<file path="src/rtl/scba_ram.sv">
module scba_ram #(
  parameter int unsigned WIDTH = 8,
  parameter int unsigned DEPTH = 256
) (
  input  logic                     clk_i,
  input  logic                     we_i,
  input  logic [$clog2(DEPTH)-1:0] waddr_i,
  input  logic [WIDTH-1:0]         wdata_i,
  input  logic [$clog2(DEPTH)-1:0] raddr_i,
  output logic [WIDTH-1:0]         rdata_o
);

  logic [WIDTH-1:0] mem_q [DEPTH];
  logic [WIDTH-1:0] rdata_q;

  always_ff @(posedge clk_i) begin
    if (we_i) begin
      mem_q[waddr_i] <= wdata_i;
    end
    rdata_q <= mem_q[raddr_i];
  end

  assign rdata_o = rdata_q;

endmodule

</file>
<file path="config.mk">
export PLATFORM = sky130hd
export DESIGN_NAME = scba_ram
export DESIGN_NICKNAME = d
export VERILOG_FILES = /design/src/rtl/scba_ram.sv
export SDC_FILE = /design/constraint.sdc
export NUM_CORES = 2
export LEC_CHECK = 0
export BUFFER_PORTS_ARGS = -buffer_cell sky130_fd_sc_hd__buf_2
export CORE_MARGIN = 2
export CORE_UTILIZATION = 25
export DETAILED_ROUTE_END_ITERATION = 16
export HOLD_SLACK_MARGIN = 0.08
export PLACE_DENSITY_LB_ADDON = 0.2
export SYNTH_ARGS = -nofsm -noshare
export SYNTH_HDL_FRONTEND = slang
export SYNTH_SLANG_ARGS = --single-unit
</file>
<file path="constraint.sdc">
create_clock -name clk_i -period 1.8 [get_ports clk_i]
set_input_delay 0.09 -clock clk_i [delete_from_list [all_inputs] [get_ports clk_i]]
set_output_delay 0.09 -clock clk_i [all_outputs]
set_load 0.03 [all_outputs]
</file>
# Word level (Yosys, flattened, before mapping)
# Memory sizes are Yosys's and may differ from the RTL's. A register that Yosys moved wholly into a read port is not among the register bits.
# Index checks and enable logic that the tools add are counted.
word_totals:
  ff_bits: 0
  mem_count: 1
  mem_bits_rw: 2048
  input_bits: 26
op_classes:
  mux: 2
mem_list:
  columns: ["memory", "words", "word_bits", "rd", "rd_ports_with_merged_regs", "wr", "line", "source"]
  rows:
  - ["mem_q", 256, 8, 1, 1, 1, "13", "logic [WIDTH-1:0] mem_q [DEPTH];"]
ops:
  columns: ["cell", "count"]
  rows:
  - ["two-way mux 1 bit", 2]

# Longest topological paths before layout
depth:
  word_depth: 2
  ltp_mapped: 11
  mapped_depth_nobuf: 6

# Worst setup path before layout
# Ideal clock, no wire load.
synth_timing:
  kind: "input -> register"
  start: "input port raddr_i[0]"
  end: "register rdata_q[2] (netlist: rdata_o[2]) (read register of mem_q)"
  required_time_ns: 1.669
  path_buffers: 4
  t_arrival_ns: 1.897
  slack_ns: -0.228
  stages: 9
  cell_sequence: "buf_6 buf_12 buf_8 buf_2 mux4_2 a22oi_1 a21oi_1 nor4_1 nor4_2"
synth_lines:
  columns: ["item", "line", "source"]
  rows:
  - ["start, declared", "9", "input logic [$clog2(DEPTH)-1:0] raddr_i,"]
  - ["end, declared", "14", "logic [WIDTH-1:0] rdata_q;"]

==> run metrics <==
outcome=finished, violations left; failing checks=negative setup slack; H-tree levels=4; Synth Area in Adders=0; fin worst setup slack=-0.456 ns; Die Y=568 µm; Detailed Place HPWL=157000 µm; initial antenna violation count=17; post-CTS setup buffer count=0; Tightest Hold Check Type=input port to flip-flop; final critical-path share of the clock period=1.25; required time worst endpoint=2.55 ns; most instantiated library cell after synthesis=edfxtp_1; Post-Syn Nets=3759; xor/xnor share of the synthesized area=0; Synth Cell Area=79600 µm²; CP cell instances=mux4_2 -> mux4_2 -> nor2b_4 -> nor4_4 -> buf_4 -> nor4_2; drt total wl=239000 µm; Die Area=323000 µm²; RSZ-0062 raised after global routing=true; CP Max Fanout=1; CTS Root Cell=clkbuf_16; peak supply drop=894 µV; Detail Route Antenna Nets=0; port bufs=33; I/O Pins=34; DRC Markers=0; clk_lat worst skew=0.91 ns; DR top layer=met5; DR WL/cell=26.7 µm; multiplexer share of the synthesized area=0.146; layout cells sized above 1=0.354; Cells after Synth=3733; Max stage delay on crit path=0.53 ns; crit path DAT=3.00 ns; Yosys cell types=55; Worst R2R End=rdata_o[1]; # nets final=4600; crit path kind=flip-flop to flip-flop; Syn Area/Cell=21.3 µm²; DIE WIDTH=568 µm; most frequent cells after synthesis=edfxtp_1 (2048), mux4_2 (454), nor2_1 (282), mux2i_1 (134), a22oi_1 (133); worst slew pin tran=0.873 ns; reg2reg start=mem_q[87][1]; PwrDens=1060 nW/µm²; top-area cell type share of the netlist area=0.773; CTS sink cnt=2056; crit start category=flip-flop; post-layout util=0.312; max-slew violations=0; Compound-Gate Fraction of Synth Area=0.0342; Top cell by count, worst path=mux4_2; first-pass GRT wire length=336000 µm; Hold Startpoint=wdata_i[2]; main combinational cell family by area after synthesis=multiplexers; metal3 WL=12200 µm; Rel. slew slack=0.418; yosys warns=0; met1 WL=108000 µm; worst hold slack=0.164 ns; Max stage delay cell, worst path=mux4_2; num rows=207; FF+latch count, synth=2056; depth of the most critical reg-to-reg path=6; largest net degree at the start of global routing=105; DR iter-0 viols=3818; Final min period=2.26 ns; hold-critical path depth=2; Via density=4.57; hold path endpoint=mem_q[93][2]; EDFF count, synth=2048; Leakage=0.0317 µW; clock buffer depth=4; flop2flop setup slack=-0.46 ns; CTS tree=yes; Synth async-reset ratio=0; DRT Pass-1 Iters=5; FMAX=443 MHz; GRT overflow=0; Worst setup EP type=flip-flop; vias in the first global route=42500; predominant post-synthesis flop cell=edfxtp_1; Final Hold Vio Count=0; met2 WL=114000 µm; register area share after synthesis=0.775; CP bufs+invs=1; Reg clk slew, reported paths=0.06 ns; core area=317000 µm²; Final setup viols=8; crit-path leading delay family=multiplexers; Initial Util=0.251; Inserted Clock Buffers=233; gpl congestion=0.800; global-route usage over all layers=0.146; synth top area cells=edfxtp_1 (77%), mux4_2 (13%), mux2i_1 (1.7%), nor2_1 (1.3%), a22oi_1 (1.3%); vias=40900; clock skew=0.0924 ns; Post-Synth Simple-Gate Area=0.0263; cell taking the most area after synthesis=edfxtp_1; MaxCap Viol Count=0; Area growth, synth to finish=24.5%
## layout by cell type, fill, tap and decap left out, types with 33 or more instances in the layout
cell type / instances
nand2_1: 33
clkbuf_16: 234
mux4_2: 454
a22oi_1: 133
buf_12: 115
o221ai_1: 45
buf_4: 673
clkinv_1: 59
clkbuf_1: 49
nor2_1: 264
clkinv_2: 39
mux2i_1: 134
a21oi_1: 95
edfxtp_1: 2048
## metal layers
| layer | track usage | up-vias |
|---|---|---|
| li1 | - | 17400 |
| met3 | 0.0244 | 301 |
| met1 | 0.204 | 22200 |
| met2 | 0.236 | 984 |
| met5 | 0 | - |
| met4 | 0.0332 | 2 |
## registers in the layout (all words and copies together), names as in the netlist
register  flops
rdata_o       8
mem_q      2048
## worst max-delay path by stage
| stage | startpoint | endpoint | slack, ns | depth (start not counted) |
|---|---|---|---|---|
| global route | mem_q[138][4] | rdata_o[4] | -0.48 | 6 |
| detailed placement | raddr_i[0] | rdata_o[4] | -1.80 | 9 |
| finish | mem_q[87][1] | rdata_o[1] | -0.46 | 6 |
| CTS | mem_q[87][1] | rdata_o[1] | -0.51 | 6 |
| global placement | raddr_i[0] | rdata_o[4] | -1.85 | 9 |
| floorplan | raddr_i[0] | rdata_o[0] | -0.11 | 9 |
## power by group
| part | switching [µW] | internal [µW] | leakage [µW] | total, µW |
|---|---|---|---|---|
| logic | 3720 | 2460 | 0.00965 | 6190 |
| clock network | 19300 | 26600 | 0.00356 | 45800 |
| registers | 117 | 52800 | 0.0185 | 52900 |
## stage by stage
stage / total power, µW / setup slack, ns / area (µm²) / TNS [ns] / instances
after floorplan: 56500 / -0.109 / 79900 / -80.82 / 3733
after global placement: 60000 / -1.85 / 91100 / -11.97 / 8502
after detailed placement: 60000 / -1.80 / 91100 / -11.85 / 8502
after CTS: 106000 / -0.513 / 98900 / -3.66 / 8939
after global routing: 108000 / -0.480 / 99000 / -3.44 / 8939
final: 105000 / -0.456 / 99000 / -3.02 / 8940
## cell families (layout without fill, tap and decap cells)
group,count (synthesis),in the layout
DFF,2056,2056
muxes,591,591
and+or+nand+nor,466,466
AOI/OAI and AO/OA,385,385
buffers and inverters,235,1259
other,0,3
## final cells by class
class	count	area (µm²)
diodes	3	7.51
clock buffers	286	6080
clock inverters	132	1170
fillers	30400	218000
inverters	2	7.51
multi-input cells	1442	17000
flip-flops and latches	2056	61700
well taps	4180	5230
repair buffers	839	7810
## what timing repair did
item	in CTS	in global routing
endpoints found under the hold margin	2491	0
endpoints found under the setup margin	15	9
pin swaps	23	31
resized for setup	59	30
hold buffers	20	0
Note: power is estimated with default switching activity, not from simulation.
