## config.mk

```make
export PLATFORM = sky130hd
export DESIGN_NAME = scba_decode
export DESIGN_NICKNAME = d
export VERILOG_FILES = /design/src/rtl/scba_pkg.sv /design/src/rtl/scba_decode.sv
export SDC_FILE = /design/constraint.sdc
export NUM_CORES = 1
export LEC_CHECK = 0
export ABC_CLOCK_PERIOD_IN_PS = 14850
export BUFFER_PORTS_ARGS = -buffer_cell sky130_fd_sc_hd__buf_2
export CORE_AREA = 8 8 73 75
export DETAILED_ROUTE_END_ITERATION = 10
export DIE_AREA = 0 0 81 83
export PLACE_DENSITY = 0.8
export SETUP_SLACK_MARGIN = 0.02
export SYNTH_ARGS = -nofsm -noshare
export SYNTH_HDL_FRONTEND = slang
export SYNTH_SLANG_ARGS = --single-unit
```

## constraint.sdc

```tcl
create_clock -name vclk -period 14.85
set_input_delay 2.2275 -clock vclk [all_inputs]
set_output_delay 2.2275 -clock vclk [all_outputs]
set_load 0.01 [all_outputs]
```

## src/rtl/scba_pkg.sv

```systemverilog
package scba_pkg;

  localparam int unsigned ARENA_BYTES  = 65536;
  localparam int unsigned HEADER_BYTES = 16;
  localparam int unsigned START_OFFSET = 24;
  localparam int unsigned NUM_CLASSES  = 14;
  localparam int unsigned MAX_REQUEST  = 640;

  localparam int unsigned SLOT_COUNT = 4096;
  localparam int unsigned SLOT_W     = 12;
  localparam int unsigned CLASS_W    = 4;
  localparam int unsigned CARVE_W    = 17;
  localparam int unsigned OFF_W      = 16;
  localparam int unsigned SIZE_W     = 10;

  // Offsets are 16 bits, so nothing is carved past 64 KiB whatever the arena.
  localparam int unsigned ARENA_CEIL = (ARENA_BYTES < 65536) ? ARENA_BYTES : 65536;
  localparam logic [CARVE_W-1:0] ARENA_LIMIT = CARVE_W'(ARENA_CEIL);
  localparam logic [CARVE_W-1:0] CAPACITY_RESET = CARVE_W'(65536);
  localparam logic [CARVE_W-1:0] CARVE_RESET = CARVE_W'(START_OFFSET);

  // Lowest legal user offset, and the low nibble every legal user offset has.
  localparam logic [OFF_W-1:0] FREE_LOW   = OFF_W'(HEADER_BYTES + START_OFFSET);
  localparam logic [3:0]       FREE_PHASE = 4'((HEADER_BYTES + START_OFFSET) % 16);
  localparam logic [3:0]       START_PHASE = 4'(START_OFFSET % 16);

  typedef enum logic {
    OP_ALLOC = 1'b0,
    OP_FREE  = 1'b1
  } op_e;

  typedef enum logic [1:0] {
    ST_OK  = 2'd0,
    ST_OOM = 2'd1,
    ST_BAD = 2'd2
  } status_e;

  typedef struct packed {
    logic              op;
    logic [SIZE_W-1:0] request_size;
    logic [OFF_W-1:0]  user_offset;
  } in_t;

  typedef struct packed {
    logic [OFF_W-1:0]   block_offset;
    logic [CLASS_W-1:0] size_class;
    logic [1:0]         status;
  } out_t;

  // Decoded request, carried from the accept cycle into the update cycle.
  typedef struct packed {
    logic               op;
    logic [CLASS_W-1:0] cls;
    logic               size_ok;
    logic               free_ok;
    logic [SLOT_W-1:0]  free_slot;
  } dec_t;

  function automatic logic [SIZE_W-1:0] class_bytes(input logic [CLASS_W-1:0] c);
    logic [SIZE_W-1:0] b;
    case (c)
      4'd0:    b = 10'd16;
      4'd1:    b = 10'd32;
      4'd2:    b = 10'd64;
      4'd3:    b = 10'd96;
      4'd4:    b = 10'd128;
      4'd5:    b = 10'd160;
      4'd6:    b = 10'd192;
      4'd7:    b = 10'd224;
      4'd8:    b = 10'd256;
      4'd9:    b = 10'd320;
      4'd10:   b = 10'd384;
      4'd11:   b = 10'd448;
      4'd12:   b = 10'd512;
      4'd13:   b = 10'd640;
      default: b = 10'd0;
    endcase
    return b;
  endfunction

endpackage

```

## src/rtl/scba_decode.sv

```systemverilog
module scba_decode (
  input  scba_pkg::in_t                      req_i,
  input  logic [scba_pkg::CARVE_W-1:0]       carve_i,
  output scba_pkg::dec_t                     dec_o
);
  import scba_pkg::*;

  logic [CLASS_W-1:0] cls;
  logic [OFF_W-1:0]   pos;

  // The class is the count of class sizes below the request, over all but the last.
  always_comb begin
    cls = '0;
    for (int k = 0; k < NUM_CLASSES - 1; k++) begin
      if (req_i.request_size > class_bytes(CLASS_W'(k))) begin
        cls = cls + CLASS_W'(1);
      end
    end
  end

  assign pos = req_i.user_offset - OFF_W'(HEADER_BYTES);

  always_comb begin
    dec_o.op        = req_i.op;
    dec_o.cls       = cls;
    dec_o.size_ok   = (req_i.request_size != '0) &&
                      (req_i.request_size <= SIZE_W'(MAX_REQUEST));
    dec_o.free_ok   = (req_i.user_offset >= FREE_LOW) &&
                      ({1'b0, req_i.user_offset} < carve_i) &&
                      (req_i.user_offset[3:0] == FREE_PHASE);
    dec_o.free_slot = pos[4 +: SLOT_W];
  end

endmodule

```

== After elaboration in Yosys (flattened, before gate mapping) ==
Index checks and enable logic that the tools add are counted.

* Output and inout port bits: 19
* Logic and storage cells: 47
* Register bits: 0

* Reductions and logical operators: 4
* $lt $le $gt $ge: 16
* Muxes and demuxes: 13
* Eq/ne operators: 1
* Add/sub/neg operators: 13

{| class="wikitable"
|+ Operators by type and width
! kind !! count
|-
| adder 4 x 1 -> 4 bit, second input constant || 12
|-
| two-way mux 4 bit || 12
|-
| greater-than comparator 10 x 8 -> 1 bit, second input constant || 4
|-
| greater-than comparator 10 x 9 -> 1 bit, second input constant || 4
|-
| greater-than comparator 10 x 7 -> 1 bit, second input constant || 2
|-
| less-than comparator 16 x 17 -> 1 bit || 1
|-
| >= comparator 16 x 6 -> 1 bit, second input constant || 1
|-
| subtractor 16 x 5 -> 16 bit, second input constant || 1
|-
| greater-than comparator 10 bit, second input constant || 1
|-
| greater-than comparator 10 x 5 -> 1 bit, second input constant || 1
|-
| greater-than comparator 10 x 6 -> 1 bit, second input constant || 1
|-
| less-or-equal comparator 10 bit, second input constant || 1
|-
| nonzero test 10 bit || 1
|-
| == test 4 bit, second input constant || 1
|-
| logical AND 1 bit || 3
|-
| two-way mux 1 bit || 1
|}

== Longest topological paths before layout ==
* Word-level depth: 26
* Gate-level depth with buffers: 34
* Gate-level depth less buffers: 34

== Least setup slack after synthesis ==
OpenSTA, ideal clock, no wires.

* Path type: input-to-output
* From: input port req_i[19] (netlist bit)
* To: output port dec_o[16] (netlist bit)
* Cell stages on the path: 33
* Arrival time: 8.760 ns
* Data required time: 12.622 ns
* Path slack: 3.862 ns
* Path through: or4_4 -> o21a_1 -> nor3_1 -> inv_1 -> ha_1 -> buf_2 -> xor2_1 -> ha_1 -> xnor2_1 -> nand2_1 -> o21ai_0 -> a211oi_2 -> ha_1 -> xor2_1 -> a22oi_1 -> a21boi_0 -> inv_1 -> ha_1 -> o2111ai_1 -> xor2_1 -> a221o_2 -> ha_1 -> inv_1 -> o21ai_0 -> mux2i_1 -> o21ai_0 -> ha_1 -> o22ai_1 -> a21oi_1 -> ha_1 -> nand2_1 -> xor2_1 -> xnor3_1

{| class="wikitable"
|+ RTL lines
! what !! line !! text
|-
| from (decl) || scba_decode.sv:2 || <nowiki>input scba_pkg::in_t req_i,</nowiki>
|-
| to (decl) || scba_decode.sv:4 || <nowiki>output scba_pkg::dec_t dec_o</nowiki>
|}

==> metrics.md <==
| Metric | Value |
|---|---|
| Status | `completed` |
| Crit path kind | `input pin to output port` |
| WL final | `5553 um` |
| Clock buf count | `0` |
| Critical Path Source | `req_i[19]` |
| CTS Hold Bufs | `0` |
| Crit end category | `output port` |
| Layout cells sized above 1 | `0.2708` |
| Initial antenna violation count | `0` |
| Num sequential | `0` |
| Chip Height | `83 um` |
| Yosys synthesis warning count | `0` |
| DRT Pass-1 Iters | `4` |
| Gr ovfl total | `0` |
| Slew headroom | `0.5257` |
| Post-synthesis sequential area ratio | `0` |
| Endpoints failing setup | `0` |
| FF/Latch Area | `0 sq um` |
| Endpoints failing hold | `0` |
| Maximum VDD drop | `0.02544 mV` |
| CP Launch Type | `input pin` |
| FP Rows | `24` |
| Crit-path max FO | `13` |
| Fin. max-slew vios | `0` |
| Cell mode on critical path | `ha_1` |
| Crit-path slowest cell | `ha_1` |
| Gate count of the mapped netlist | `286` |
| Cell total after placement | `388` |
| Dominant cell type by area after synthesis | `ha_1` |
| DRC | `0` |
| FMAX | `83.19 MHz` |
| Port bufs | `61` |
| Post-synth cell types | `69` |
| Pwr/cell area | `roughly 53 nW/um^2` |
| Final nets | `411` |
| Post-detail-place hpwl | `4734 um` |
| Hold Path Cell Cnt | `0` |
| Req. time, crit path | `about 13 ns` |
| Synth-to-layout area growth | `14.42%` |
| Post-route ant nets | `0` |
| Commonest cells after routing, fill and taps aside | `61 x buf_2, 29 x ha_1, 27 x inv_1` |
| RePlAce Congestion | `0.8989` |
| Commonest non-fill, non-tap cell in the layout | `buf_2` |
| Peak per-stage delay on the critical path | `0.72 ns` |
| DR WL/cell | `~14 um` |
| Final TNS setup | `0 ns` |
| Synth area leaders | `ha_1 17%, xor2_1 6.5%, inv_1 4.7%` |
| Worst Min Path Start | `req_i[26]` |
| Io pins | `63` |
| Mean Syn Cell Area | `7.525 sq um` |
| Max-cap viol count | `0` |
| Die area | `6723 sq um` |
| Post-layout instance count excluding filler cells | `~390` |
| First-pass GRT wire length | `9577 um` |
| Synth Cell Area | `2152 sq um` |
| Via-to-Cell Ratio | `5.722` |
| Fin crit share | `0.8095` |
| Core area | `4204 sq um` |
| Synth Net Count | `~360` |
| Worst EP arrival | `9.79 ns` |
| Hold WC Path Type | `input pin to output port` |
| Synth top area share | `0.1686` |
| Number of diodes | `0` |
| RSZ-0062 raised after global routing | `no` |
| Pin count of the biggest net entering global routing | `22` |
| Postcts setup bufs | `0` |
| DR vias | `between 2000 and 2500` |
| P_leak | `1.216 nW` |
| Tmin final | `12.02 ns` |
| Initial core utilization | `0.5119` |
| Die W | `81 um` |
| Vias in the first global route | `between 2000 and 2500` |
| Slew @ Worst Pin | `0.7055 ns` |
| Gr usage total | `0.1631` |
| Post-CTS Resized | `0` |
| DR iter-0 viols | `172` |
## synthesized netlist by cell type, types with 3 or more instances
master	n
or3_1	6
xor2_2	4
a21o_1	8
a21oi_1	16
nand3_1	9
nand2b_1	6
a31oi_1	8
nor2_1	17
nor3b_1	3
o21ai_0	13
nand2_1	24
inv_1	27
ha_1	29
nor3_1	11
mux2i_1	5
mux2_2	3
xnor2_1	9
a211oi_1	3
xor2_1	16
buf_2	6
## layer usage
metal / global-route usage / up-vias / wire [um]
met5: 0 / - / 0
met4: 0.003252 / 0 / 0
met3: 0.02909 / 0 / 382
met2: 0.2832 / 82 / 2717
met1: 0.2118 / 1007 / 2454
li1: - / 1131 / -
## final timing paths
path | to | slack, ns
setup / recovery | dec_o[16] | 2.83
hold / removal | dec_o[18] | 4.46
## final cells by class
cell class	instances	area, sq um
Fill cell	395	1742
Timing Repair Buffer	61	305.3
Inverter	28	105.1
Tap cell	52	65.06
Multi-Input combinational cell	247	1987
## cell families (layout without fill, tap and decap cells)
kind of cell             Yosys count  in the layout  share of synthesized area
AND/OR/NAND/NOR                   96             96                     0.2419
AO/OA/AOI/OAI                     78             78                     0.2605
buffers and inverters             39             89                    0.07674
XOR/XNOR                          36             36                     0.2134
adder cells (fa/ha/maj)           29             29                     0.1686
multiplexers                       8              8                    0.03895
## metrics by stage
stage,instance area (sq um),hold WS [ns],power [W],setup slack [ns],util
after CTS,2462,4.455,0.0001308,2.844,0.5857
after floorplan,2152,4.518,0.00009842,3.863,-
after detailed placement,2462,4.455,0.0001300,2.848,0.5857
after global routing,2462,4.455,0.0001452,2.169,0.5857
after global placement,2462,4.455,0.0001266,3.141,0.5857
final,2462,4.455,0.0001296,2.829,0.5857
## worst max-delay path, delay by kind of cell
kind / cells / cell delay [ns]
adder cells (fa/ha/maj): 7 / 2.49
AO/OA/AOI/OAI: 11 / 2.48
AND/OR/NAND/NOR: 4 / 1.04
XOR/XNOR: 6 / 0.95
buffers and inverters: 5 / 0.46
multiplexers: 1 / 0.14
## report_power, final
group	switching, W	internal (W)
registers	0	0
clock network	0	0
logic	0.0000660	0.0000636
total	0.0000660	0.0000636
Note: power is estimated with default switching activity, not from simulation.
